[config.mk]
export PLATFORM = sky130hd
export DESIGN_NAME = interrupt_event_combiner_mux_flat
export DESIGN_NICKNAME = d
export VERILOG_FILES = /design/src/sv/iecm_pkg.sv /design/src/sv/iecm_req_if.sv /design/src/sv/iecm_rsp_if.sv /design/src/sv/iecm_regs.sv /design/src/sv/iecm_route.sv /design/src/sv/interrupt_event_combiner_mux.sv /design/src/flat_wrapper.sv
export SDC_FILE = /design/constraint.sdc
export NUM_CORES = 2
export LEC_CHECK = 0
export BUFFER_PORTS_ARGS = -buffer_cell sky130_fd_sc_hd__buf_4
export CAP_MARGIN = 15
export CORE_MARGIN = 1.5
export CORE_UTILIZATION = 35
export CTS_BUF_LIST = sky130_fd_sc_hd__clkbuf_8 sky130_fd_sc_hd__clkbuf_16
export DETAILED_ROUTE_END_ITERATION = 8
export HOLD_SLACK_MARGIN = 0.02
export PLACE_DENSITY = 0.52
export SLEW_MARGIN = 10
export SYNTH_ARGS = -nofsm -noshare
export SYNTH_HDL_FRONTEND = slang
export SYNTH_SLANG_ARGS = --single-unit
export TNS_END_PERCENT = 10
[constraint.sdc]
create_clock -name clk -period 4.5 [get_ports clk]
set_input_delay 0.225 -clock clk [delete_from_list [all_inputs] [get_ports clk]]
set_output_delay 0.225 -clock clk [all_outputs]
set_load 0.02 [all_outputs]
[src/sv/iecm_pkg.sv]
package iecm_pkg;

    // Fixed widths of the item and result fields.
    localparam int REQ_W       = 2;
    localparam int ADDR_W      = 5;
    localparam int DATA_W      = 32;
    localparam int EVENT_W     = 7;
    localparam int CPU_LINES_W = 12;
    localparam int COMB_W      = 4;

    // Block size.
    localparam int NUM_GROUPS       = 4;
    localparam int NUM_CPU_INTS     = 12;
    localparam int EVENTS_PER_GROUP = 32;
    localparam int RESERVED_EVENTS  = 4;
    localparam int SEL_W            = 7;
    localparam int NUM_EVENTS       = EVENTS_PER_GROUP * NUM_GROUPS;
    localparam int EV_IDX_W         = $clog2(NUM_EVENTS);
    localparam int SEL_PER_WORD     = 4;

    // Request codes.
    localparam logic [REQ_W-1:0] REQ_READ  = 2'd0;
    localparam logic [REQ_W-1:0] REQ_WRITE = 2'd1;
    localparam logic [REQ_W-1:0] REQ_PULSE = 2'd2;

    // Register bank selected by address bits 3:2 while bit 4 is low.
    localparam logic [1:0] BANK_FLAGS  = 2'd0;
    localparam logic [1:0] BANK_CLEAR  = 2'd1;
    localparam logic [1:0] BANK_MASK   = 2'd2;
    localparam logic [1:0] BANK_MASKED = 2'd3;

    typedef struct packed {
        logic [REQ_W-1:0]   req_type;
        logic [ADDR_W-1:0]  reg_addr;
        logic [DATA_W-1:0]  write_data;
        logic [EVENT_W-1:0] event_num;
    } item_t;

    typedef logic [NUM_GROUPS-1:0][DATA_W-1:0] group_vec_t;
    typedef logic [NUM_CPU_INTS-1:0][SEL_W-1:0] sel_vec_t;

    typedef struct packed {
        group_vec_t flags;
        group_vec_t masks;
        sel_vec_t   route_sel;
    } state_t;

endpackage

[src/sv/iecm_req_if.sv]
interface iecm_req_if;
    import iecm_pkg::*;

    logic               valid;
    logic               ready;
    logic [REQ_W-1:0]   req_type;
    logic [ADDR_W-1:0]  reg_addr;
    logic [DATA_W-1:0]  write_data;
    logic [EVENT_W-1:0] event_num;

    modport source (output valid, output req_type, output reg_addr, output write_data,
                    output event_num, input ready);
    modport sink (input valid, input req_type, input reg_addr, input write_data,
                  input event_num, output ready);
endinterface

[src/sv/iecm_rsp_if.sv]
interface iecm_rsp_if;
    import iecm_pkg::*;

    logic                   valid;
    logic                   ready;
    logic [DATA_W-1:0]      read_data;
    logic [CPU_LINES_W-1:0] cpu_int_lines;
    logic [COMB_W-1:0]      combined_lines;
    logic                   access_error;

    modport source (output valid, output read_data, output cpu_int_lines,
                    output combined_lines, output access_error, input ready);
    modport sink (input valid, input read_data, input cpu_int_lines,
                  input combined_lines, input access_error, output ready);
endinterface

[src/sv/iecm_regs.sv]
module iecm_regs (
    input  logic                        clk,
    input  logic                        rst_n,
    input  logic                        apply,
    input  iecm_pkg::item_t             item,
    output iecm_pkg::state_t            state_next,
    output logic [iecm_pkg::DATA_W-1:0] rd_data,
    output logic                        access_error
);
    import iecm_pkg::*;

    state_t     state_reg;
    logic [1:0] grp;
    logic [1:0] bank;
    logic [1:0] ev_grp;
    logic       is_wr;

    assign grp    = item.reg_addr[1:0];
    assign bank   = item.reg_addr[3:2];
    assign ev_grp = item.event_num[6:5];
    assign is_wr  = (item.req_type == REQ_WRITE);

    always_comb
    begin
        state_next   = state_reg;
        rd_data      = '0;
        access_error = 1'b0;
        if (item.req_type == REQ_READ || item.req_type == REQ_WRITE)
        begin
            if (!item.reg_addr[4])
            begin
                if (grp >= NUM_GROUPS)
                begin
                    access_error = 1'b1;
                end
                for (int i = 0; i < NUM_GROUPS; i++)
                begin
                    if (grp == 2'(i))
                    begin
                        case (bank)
                            BANK_FLAGS:
                            begin
                                if (!is_wr)
                                    rd_data = state_reg.flags[i];
                            end
                            BANK_CLEAR:
                            begin
                                if (is_wr)
                                    state_next.flags[i] = state_reg.flags[i] & ~item.write_data;
                            end
                            BANK_MASK:
                            begin
                                if (is_wr)
                                    state_next.masks[i] = item.write_data;
                                else
                                    rd_data = state_reg.masks[i];
                            end
                            BANK_MASKED:
                            begin
                                if (!is_wr)
                                    rd_data = state_reg.flags[i] & ~state_reg.masks[i];
                            end
                            default:
                            begin
                                rd_data = '0;
                            end
                        endcase
                    end
                end
            end
            else if (bank == 2'd0 && grp != 2'd3 && {grp, 2'b00} < NUM_CPU_INTS)
            begin
                // Mux word grp carries selectors 4*grp to 4*grp+3, one per byte.
                for (int k = 0; k < NUM_CPU_INTS; k++)
                begin
                    if (grp == 2'(k / SEL_PER_WORD))
                    begin
                        if (is_wr)
                            state_next.route_sel[k] =
                                item.write_data[8*(k % SEL_PER_WORD) +: SEL_W];
                        else
                            rd_data[8*(k % SEL_PER_WORD) +: SEL_W] = state_reg.route_sel[k];
                    end
                end
            end
            else
            begin
                access_error = 1'b1;
            end
        end
        else if (item.req_type == REQ_PULSE)
        begin
            if (item.event_num < RESERVED_EVENTS || ev_grp >= NUM_GROUPS)
            begin
                access_error = 1'b1;
            end
            else
            begin
                for (int i = 0; i < NUM_GROUPS; i++)
                begin
                    if (ev_grp == 2'(i))
                        state_next.flags[i][item.event_num[4:0]] = 1'b1;
                end
            end
        end
        else
        begin
            access_error = 1'b1;
        end
    end

    always_ff @(posedge clk or negedge rst_n)
    begin
        if (!rst_n)
            state_reg <= '0;
        else if (apply)
            state_reg <= state_next;
    end

endmodule

[src/sv/iecm_route.sv]
module iecm_route (
    input  iecm_pkg::state_t                 state,
    output logic [iecm_pkg::CPU_LINES_W-1:0] cpu_int_lines,
    output logic [iecm_pkg::COMB_W-1:0]      combined_lines
);
    import iecm_pkg::*;

    logic [NUM_EVENTS-1:0] active;

    always_comb
    begin
        combined_lines = '0;
        for (int i = 0; i < NUM_GROUPS; i++)
            combined_lines[i] = |(state.flags[i] & ~state.masks[i]);
    end

    // Events 0 to 3 are the combined events; the rest follow their raw flag.
    always_comb
    begin
        for (int i = 0; i < NUM_GROUPS; i++)
            active[i*EVENTS_PER_GROUP +: EVENTS_PER_GROUP] = state.flags[i];
        active[RESERVED_EVENTS-1:0] = combined_lines[RESERVED_EVENTS-1:0];
    end

    always_comb
    begin
        cpu_int_lines = '0;
        for (int k = 0; k < NUM_CPU_INTS; k++)
            cpu_int_lines[k] = (state.route_sel[k] < NUM_EVENTS) &&
                               active[state.route_sel[k][EV_IDX_W-1:0]];
    end

endmodule

[src/sv/interrupt_event_combiner_mux.sv]
// An accepted item passes through the input register and then the result
// register. Throughput: one item per cycle while the result register frees
// up; the state update, combining and selection all settle in the single
// stage between the input and result registers.
// Reset (rst_n, asynchronous, active low) clears all flags, masks and
// selectors and empties both pipeline registers.
module interrupt_event_combiner_mux (
    input  logic       clk,
    input  logic       rst_n,
    iecm_req_if.sink   req,
    iecm_rsp_if.source rsp
);
    import iecm_pkg::*;

    // Input register. It holds one item until the result register can take
    // the item's result.
    logic  s1_valid_reg;
    item_t s1_item_reg;

    // Result register.
    logic                   out_valid_reg;
    logic [DATA_W-1:0]      out_rd_reg;
    logic [CPU_LINES_W-1:0] out_lines_reg;
    logic [COMB_W-1:0]      out_comb_reg;
    logic                   out_err_reg;

    logic                   advance;
    logic                   s1_fire;
    state_t                 state_next;
    logic [DATA_W-1:0]      rd_data;
    logic                   access_error;
    logic [CPU_LINES_W-1:0] lines_next;
    logic [COMB_W-1:0]      comb_next;

    // The result register frees up when empty or when its item is taken, so
    // a new item enters every cycle that the output side keeps up.
    assign advance   = !out_valid_reg || rsp.ready;
    assign s1_fire   = s1_valid_reg && advance;
    assign req.ready = !s1_valid_reg || advance;

    // The state commits only when the item moves into the result register,
    // so a stalled item is never applied twice.
    iecm_regs u_regs (
        .clk          (clk),
        .rst_n        (rst_n),
        .apply        (s1_fire),
        .item         (s1_item_reg),
        .state_next   (state_next),
        .rd_data      (rd_data),
        .access_error (access_error)
    );

    // The lines are formed from the state after this item has been applied.
    iecm_route u_route (
        .state          (state_next),
        .cpu_int_lines  (lines_next),
        .combined_lines (comb_next)
    );

    always_ff @(posedge clk or negedge rst_n)
    begin
        if (!rst_n)
        begin
            s1_valid_reg  <= 1'b0;
            out_valid_reg <= 1'b0;
        end
        else
        begin
            if (req.ready)
                s1_valid_reg <= req.valid;
            if (advance)
                out_valid_reg <= s1_valid_reg;
        end
    end

    always_ff @(posedge clk)
    begin
        if (req.valid && req.ready)
        begin
            s1_item_reg.req_type   <= req.req_type;
            s1_item_reg.reg_addr   <= req.reg_addr;
            s1_item_reg.write_data <= req.write_data;
            s1_item_reg.event_num  <= req.event_num;
        end
        if (s1_fire)
        begin
            out_rd_reg    <= rd_data;
            out_lines_reg <= lines_next;
            out_comb_reg  <= comb_next;
            out_err_reg   <= access_error;
        end
    end

    assign rsp.valid          = out_valid_reg;
    assign rsp.read_data      = out_rd_reg;
    assign rsp.cpu_int_lines  = out_lines_reg;
    assign rsp.combined_lines = out_comb_reg;
    assign rsp.access_error   = out_err_reg;

endmodule

[src/flat_wrapper.sv]
// flat-port wrapper written by rule: the top's interface ports become plain ports
module interrupt_event_combiner_mux_flat import iecm_pkg::*;
  (clk, rst_n, req_valid, req_req_type, req_reg_addr, req_write_data, req_event_num, req_ready, rsp_valid, rsp_read_data, rsp_cpu_int_lines, rsp_combined_lines, rsp_access_error, rsp_ready);
  iecm_req_if req_i ();
  iecm_rsp_if rsp_i ();
  input  logic clk;
  input  logic rst_n;
  input wire logic [$bits(req_i.valid)-1:0] req_valid;
  input wire logic [$bits(req_i.req_type)-1:0] req_req_type;
  input wire logic [$bits(req_i.reg_addr)-1:0] req_reg_addr;
  input wire logic [$bits(req_i.write_data)-1:0] req_write_data;
  input wire logic [$bits(req_i.event_num)-1:0] req_event_num;
  output wire logic [$bits(req_i.ready)-1:0] req_ready;
  output wire logic [$bits(rsp_i.valid)-1:0] rsp_valid;
  output wire logic [$bits(rsp_i.read_data)-1:0] rsp_read_data;
  output wire logic [$bits(rsp_i.cpu_int_lines)-1:0] rsp_cpu_int_lines;
  output wire logic [$bits(rsp_i.combined_lines)-1:0] rsp_combined_lines;
  output wire logic [$bits(rsp_i.access_error)-1:0] rsp_access_error;
  input wire logic [$bits(rsp_i.ready)-1:0] rsp_ready;
  assign req_i.valid = req_valid;
  assign req_i.req_type = req_req_type;
  assign req_i.reg_addr = req_reg_addr;
  assign req_i.write_data = req_write_data;
  assign req_i.event_num = req_event_num;
  assign req_ready = req_i.ready;
  assign rsp_valid = rsp_i.valid;
  assign rsp_read_data = rsp_i.read_data;
  assign rsp_cpu_int_lines = rsp_i.cpu_int_lines;
  assign rsp_combined_lines = rsp_i.combined_lines;
  assign rsp_access_error = rsp_i.access_error;
  assign rsp_i.ready = rsp_ready;
  interrupt_event_combiner_mux u_core (.clk(clk), .rst_n(rst_n), .req(req_i), .rsp(rsp_i));
endmodule
# Word-level counts from Yosys, hierarchy flattened
# Cells that the tools add are included.
# Widths: inputs -> output; s select.
[op_classes]
order_cmp = 16
n_mux = 144
reduce_logical = 19
eq_ne = 12
bitwise_logic = 26
[ops]
columns = ["cell", "count"]
rows = [
  ["$mux 32", 46],
  ["$mux 7", 56],
  ["$and 32x32->32", 12],
  ["$mux 128", 3],
  ["$pmux 32 s3", 4],
  ["$not 32->32", 9],
  ["$mux 256", 1],
  ["$mux 212", 1],
  ["$mux 84", 2],
  ["$or 32x32->32", 4],
  ["$reduce_or 32->1", 4],
  ["$lt 7x8->1 const B", 12],
  ["$bmux 1 s7", 12],
  ["$mux 1", 18],
  ["$eq 2x2->1 const B", 7],
  ["$eq 2x1->1 const B", 4],
  ["$logic_not 2->1", 4],
  ["$lt 7x3->1 const B", 1],
  ["$lt 5x6->1 const B", 1],
  ["$demux 1 s5", 1],
  ["$ge 5x1->1 const B", 1],
  ["$logic_and 1x1->1", 5],
  ["$lt 4x4->1 const B", 1],
  ["$logic_or 1x1->1", 3],
  ["other kinds (4)", 5],
]
[totals]
inputBits = 50
elab_cells = 248
register_bits = 437
out_inout_bits = 51

# Longest topological paths before layout
[logic_depth]
ltp_word = 17
mapped_depth = 17
depth_no_buf = 10

# Cells and area by module
# Synthesis repeated with hierarchy kept, for this count alone.
[hier_totals]
hier_cells = 3916
hier_area_um2 = 41198.3
[by_module_without_submodules]
columns = ["mod", "instances", "seq_area_each_um2", "area_per_inst_um2", "cells_per_inst"]
rows = [
  ["iecm_regs", 1, 8508.2, 22494.1, 2542],
  ["iecm_route", 1, 0.0, 15747.6, 1271],
  ["interrupt_event_combiner_mux", 1, 2902.8, 2956.6, 103],
]

# Worst setup path before layout
# OpenSTA, ideal clock, no wires.
[synth_path]
kind = "register to register"
start = "register u_core.s1_item_reg[41] (netlist name)"
end = "register u_core.out_lines_reg[11], in the netlist u_core.rsp.cpu_int_lines[11], data pin"
t_required_ns = 4.234
setup_time_ns = 0.266
t_arrival_ns = 3.011
period_less_slack_ns = 3.277
path_slack_ns = 1.223
path_stages_with_launch = 13
n_path_buf = 4
cell_sequence = "edfxtp_1 -> nor3b_2 -> and3_1 -> buf_4 -> buf_6 -> mux2i_1 -> buf_2 -> clkbuf_1 -> a211oi_1 -> o311ai_0 -> nand3_1 -> o31ai_1 -> nand4_1"
[synth_between]
elab_chain_cells = 10
elab_cells_between_ends = 40
cone_classes = "eq/ne: 2; mux: 23; bitwise: 8; reduce/logical: 7"
[synth_rtl]
columns = ["item", "line_no", "text"]
rows = [
  ["start: declaration", "interrupt_event_combiner_mux.sv:18", "item_t s1_item_reg;"],
  ["$eq 2x2->1", "iecm_regs.sv:40", "case (bank)"],
  ["$mux 32", "iecm_regs.sv:40", ""],
  ["$mux 32", "iecm_regs.sv:38", "if (grp == 2'(i))"],
  ["$mux 256", "iecm_regs.sv:30", "if (!item.reg_addr[4])"],
  ["$mux 212", "iecm_regs.sv:28", "if (item.req_type == REQ_READ || item.req_type == REQ_WRITE)"],
  ["$not 32->32", "iecm_route.sv:14", "combined_lines[i] = |(state.flags[i] & ~state.masks[i]);"],
  ["$and 32x32->32", "iecm_route.sv:14", ""],
  ["$reduce_or 32->1", "iecm_route.sv:14", ""],
  ["$bmux 1 s7 *", "iecm_route.sv:30", "active[state.route_sel[k][EV_IDX_W-1:0]];"],
  ["$mux 1 (implied by the code) *", "iecm_route.sv:30", ""],
  ["named net u_core.lines_next[11]", "interrupt_event_combiner_mux.sv:32", "logic [CPU_LINES_W-1:0] lines_next;"],
  ["end signal: assignment", "interrupt_event_combiner_mux.sv:88", "out_lines_reg <= lines_next;"],
  ["end: declaration", "interrupt_event_combiner_mux.sv:23", "logic [CPU_LINES_W-1:0] out_lines_reg;"],
]
# Mark *: on every way through the listed nets, which the timed path passes. The rest lies on a longest branch. The select of a mux whose other input is x is not followed.
# A chain may end at the register's enable or synchronous reset.

# Final worst setup path
[layout_path]
start = "register u_core.s1_item_reg[45] (netlist name)"
end = "register u_core.out_lines_reg[1], in the netlist u_core.rsp.cpu_int_lines[1], data pin"
[layout_between]
elab_chain_cells = 11
elab_cells_between_ends = 50
cone_classes = "eq/ne: 2; mux: 34; bitwise: 8; reduce/logical: 6"
[layout_rtl]
columns = ["item", "line_no", "text"]
rows = [
  ["$eq 2x1->1", "iecm_regs.sv:21, iecm_regs.sv:28", ""],
  ["$mux 32", "iecm_regs.sv:53", "if (is_wr)"],
  ["$mux 32", "iecm_regs.sv:40", ""],
  ["$mux 32", "iecm_regs.sv:38", ""],
  ["$mux 256", "iecm_regs.sv:30", ""],
  ["$mux 212", "iecm_regs.sv:28", ""],
  ["$not 32->32", "iecm_route.sv:14", ""],
  ["$and 32x32->32", "iecm_route.sv:14", ""],
  ["$reduce_or 32->1", "iecm_route.sv:14", ""],
  ["$bmux 1 s7 *", "iecm_route.sv:30", ""],
  ["$mux 1 (implied by the code) *", "iecm_route.sv:30", ""],
  ["named net u_core.lines_next[1]", "interrupt_event_combiner_mux.sv:32", ""],
]
# Marked as above.

==> flow_summary.yaml <==
final_layout:
  syn_to_final_growth_pct: 18.7
  final_area_mm2: 0.0491
  fin_cells: 7243
  post_route_cells_drive_above_1_share_pct: 19.9
  fillers: 11955
  nNetsFinal: 5686
  largest_register_ffs: 340
clock_tree:
  clkLatencyLatePin_ps: 720
  clock_sinks: 437
  cts_buffers: 58
  cts_max_level: 2
  clk_pin_slew_ps: 60
  cts_root_buf: "clkbuf_16"
  cts.path.max_buffers: 3
  post_cts_buffers: 0
  tritoncts: "yes"
timing:
  slew_violations: 0
  rsz0062_at_grt: "no"
  hold_viol: 0
  timing.hold.ws_ps: 127
  worst_pin_slew_ps: 1330
  worst_slack_ps: -21.2
  fmax_mhz: 221
  fin_skew_ps: 32.1
  slew_headroom_pct: 11.0
  final.min_clock_period_ps: 4520
  post-route-period-util_pct: 100
  setup_violations: 1
outcome:
  outcome: "complete, but fails checks"
  violations: "setup timing"
grt:
  grt_first_pass_wirelength_um: 419000
  antenna_found_initial: 56
  grt_pass1_vias: 45732
  grt_max_degree: 176
  grt.total_usage_pct: 51.1
  overflow: 0
power_and_ir_drop:
  powerDensity_mw_per_mm2: 509
  swShare_pct: 52.5
  finalPower_mw: 25.0
  p_leak_nw: 21.1
  power_frac_seq_pct: 22.2
  power.share.clock_pct: 20.2
  p_int_mw: 11.9
  combPwrFrac_pct: 57.6
  p_sw_mw: 13.1
  max-vdd-ir-drop_uv: 485
critical_path:
  worstReg2RegStart: "u_core.s1_item_reg[45]$_DFFE_PP_"
  r2r_end: "u_core.rsp.cpu_int_lines[1]$_DFFE_PP_"
  setup.worst_path.start: "u_core.s1_item_reg[45]$_DFFE_PP_"
  crit_arrival_ps: 4960
  cp_max_fo: 31
  critical_path.top_delay_family: "compound AO/OA/AOI/OAI gates"
  cp.depth: 14
  rr_worst_depth: 14
  cp_num_buf_inv: 4
  slowest_stage: "a32oi_1"
  critPathCapture: "u_core.rsp.cpu_int_lines[1]$_DFFE_PP_"
  crit_chain: "buf_4 > nor3b_4 > buf_4 > nand3_1 > a22o_1 > a32oi_1 > and4_1 > nand4_1 > buf_4 > mux2i_1 > buf_4 > o221ai_1 > o311a_1 > o32a_1"
  rrSetupSlack_ps: -20
  critPathLaunchType: "flip-flop"
  worst_path_largest_cell_delay_ps: 580
  cpMostUsedCell: "buf_4"
  critPathRequiredTime_ps: 4940
  endpoint_kind: "flip-flop"
  crit_type: "reg2reg"
synth:
  synth_top_cell_by_area: "dfrtp_1"
  netlist_area_mm2: 0.0414
  async_flop_share_pct: 78.3
  synth_edf_count: 95
  ys_seq_elements: 437
  synth_seq_area_share_pct: 27.6
  ys_types: 97
  syn_nets: 5560
  synth_top_area_share_pct: 20.7
  synthesis.instances: 5510
  avgSynthCellArea_um2: 7.51
  synth.area.top_cells: "dfrtp_1 21%, nand2_1 9.5%, mux2i_1 7.6%"
  synth_warnings: 0
  synth_ff_type: "dfrtp_1"
placed_design:
  dp.cells: 7050
  pre_cts_ws_ps: 235
  dp_hpwl_um: 220000
  placed_area_mm2: 0.0465
  place_congestion: 1.07
  port_buffers: 100
route:
  vias_per_cell: 7.15
  drt-wirelength-per-cell_um: 44.0
  drtIter0Drc: 9499
  routed_wl_um: 319000
  drc: 0
  dr_total_vias: 51802
  firstDrtPassIters: 6
  ant_nets: 0
job:
  maxCapViolations: 0
worst_hold_path:
  hold_path.class: "in2async"
floorplanning:
  dieHeight_um: 347
  num_rows: 125
  start_util_pct: 35.5
  dieArea_mm2: 0.120
  design.portCount: 101
  fp.coreArea_mm2: 0.117
  fp.dieW_um: 347
-- cells in the final DEF (no fill, tap or decap), types with 16 or more instances in the layout --
cell type      synthesis  final
mux2i_1              313    286
nor2_1               368    367
buf_12                 0     45
a31oi_1               83     83
o2111ai_1             29     29
nand4_1               22     22
o22ai_1               45     44
nand2b_1              54     54
o221ai_1              42     42
clkbuf_16              0     62
a32oi_1               17     17
a211oi_1             193    193
a21oi_2                3     16
o32ai_1               46     45
nor3_1                99     97
and3_1                33     32
mux2i_4                1     24
dlygate4sd3_1          0     50
o211ai_1             286    286
a21oi_1              181    168
mux2_2               250    250
a22o_1                26     26
diode_2                0     33
inv_1                 76     82
edfxtp_1              95     95
a211o_1               17     17
a22oi_1               45     45
nand2_1             1047   1044
a311o_1               24     24
o21ai_0              481    479
nand3_1              303    301
a311oi_1              68     68
nor4_1                20     19
buf_4                 21    606
dfrtp_1              342    342
a21boi_0              19     16
o311ai_0              22     22
-- routing by layer --
| metal | vias up | wire, um | GRT usage (%) |
|---|---|---|---|
| li1 | 20689 | - | - |
| met1 | 25377 | 122000 | 65.3 |
| met2 | 4551 | 118000 | 66.3 |
| met3 | 1149 | 50000 | 24.1 |
| met4 | 36 | 27700 | 36.0 |
| met5 | - | 318 | 0.640 |
-- area by class of cell --
type	instances	area (um2)	share of cell area, %
Antenna cell	33	82.6	0.168
Clock buffer	69	1650	3.35
Clock inverter	41	359	0.731
Inverter	77	292	0.593
Multi-Input combinational cell	4360	27500	55.9
Sequential cell	437	11400	23.2
Tap cell	1524	1910	3.88
Timing Repair Buffer	702	5970	12.1
-- stage by stage --
| stage | utilization [%] | setup TNS (ps) |
|---|---|---|
| 6_report | 42.1 | -21.2 |
| 5_1_grt | 42.0 | 0 |
| 4_1_cts | 42.0 | 0 |
| 3_5_place_dp | 39.9 | 0 |
| 3_3_place_gp | 39.9 | 0 |
| 2_1_floorplan | - | 0 |
-- cell families (layout without fill, tap and decap cells) --
| logic type | after synthesis | in the layout | share of synthesized area (%) |
|---|---|---|---|
| AND/OR/NAND/NOR | 2061 | 2061 | 22.1 |
| buffers and inverters | 713 | 889 | 7.30 |
| flip-flops | 437 | 437 | 27.6 |
| other | 0 | 33 | 0 |
| AO/OA/AOI/OAI | 1722 | 1722 | 28.1 |
| multiplexers | 577 | 577 | 14.9 |
-- worst min path at each step --
| stage | startpoint | endpoint | slack (ps) | cells past startpoint |
|---|---|---|---|---|
| final | rst_n | u_core.u_regs.state_reg[84]$_DFFE_PN0P_ | 130 | 2 |
| after global routing | rst_n | u_core.u_regs.state_reg[103]$_DFFE_PN0P_ | 230 | 2 |
| after CTS | rst_n | u_core.u_regs.state_reg[97]$_DFFE_PN0P_ | 170 | 2 |
| after detailed placement | rst_n | u_core.u_regs.state_reg[84]$_DFFE_PN0P_ | 320 | 1 |
| after global placement | rst_n | u_core.u_regs.state_reg[84]$_DFFE_PN0P_ | 320 | 1 |
| after floorplan | rst_n | u_core.rsp.valid$_DFFE_PN0P_ | -70 | 0 |
-- power by group through the flow --
stage          clock network [mW]  logic (mW)  registers (mW)
2_1_floorplan                   0        7.20            5.21
3_3_place_gp                    0        13.4            5.53
3_5_place_dp                    0        13.4            5.53
4_1_cts                      5.07        13.5            5.46
5_1_grt                      5.19        14.7            5.55
6_report                     5.07        14.4            5.55
-- synthesized netlist by cell type, types with 173 or more instances --
master,number
mux2_2,250
clkbuf_1,400
nand2_1,1047
nor2_1,368
mux2i_1,313
nand3_1,303
a21oi_1,181
dfrtp_1,342
o21ai_0,481
o211ai_1,286
a211oi_1,193
buf_2,173
-- timing repair --
action,in CTS,in global routing
gates resized for setup,0,0
endpoints found under the setup margin,0,0
hold endpoints to repair,142,0
hold buffers,50,0
Note: power is estimated with default switching activity, not from simulation.
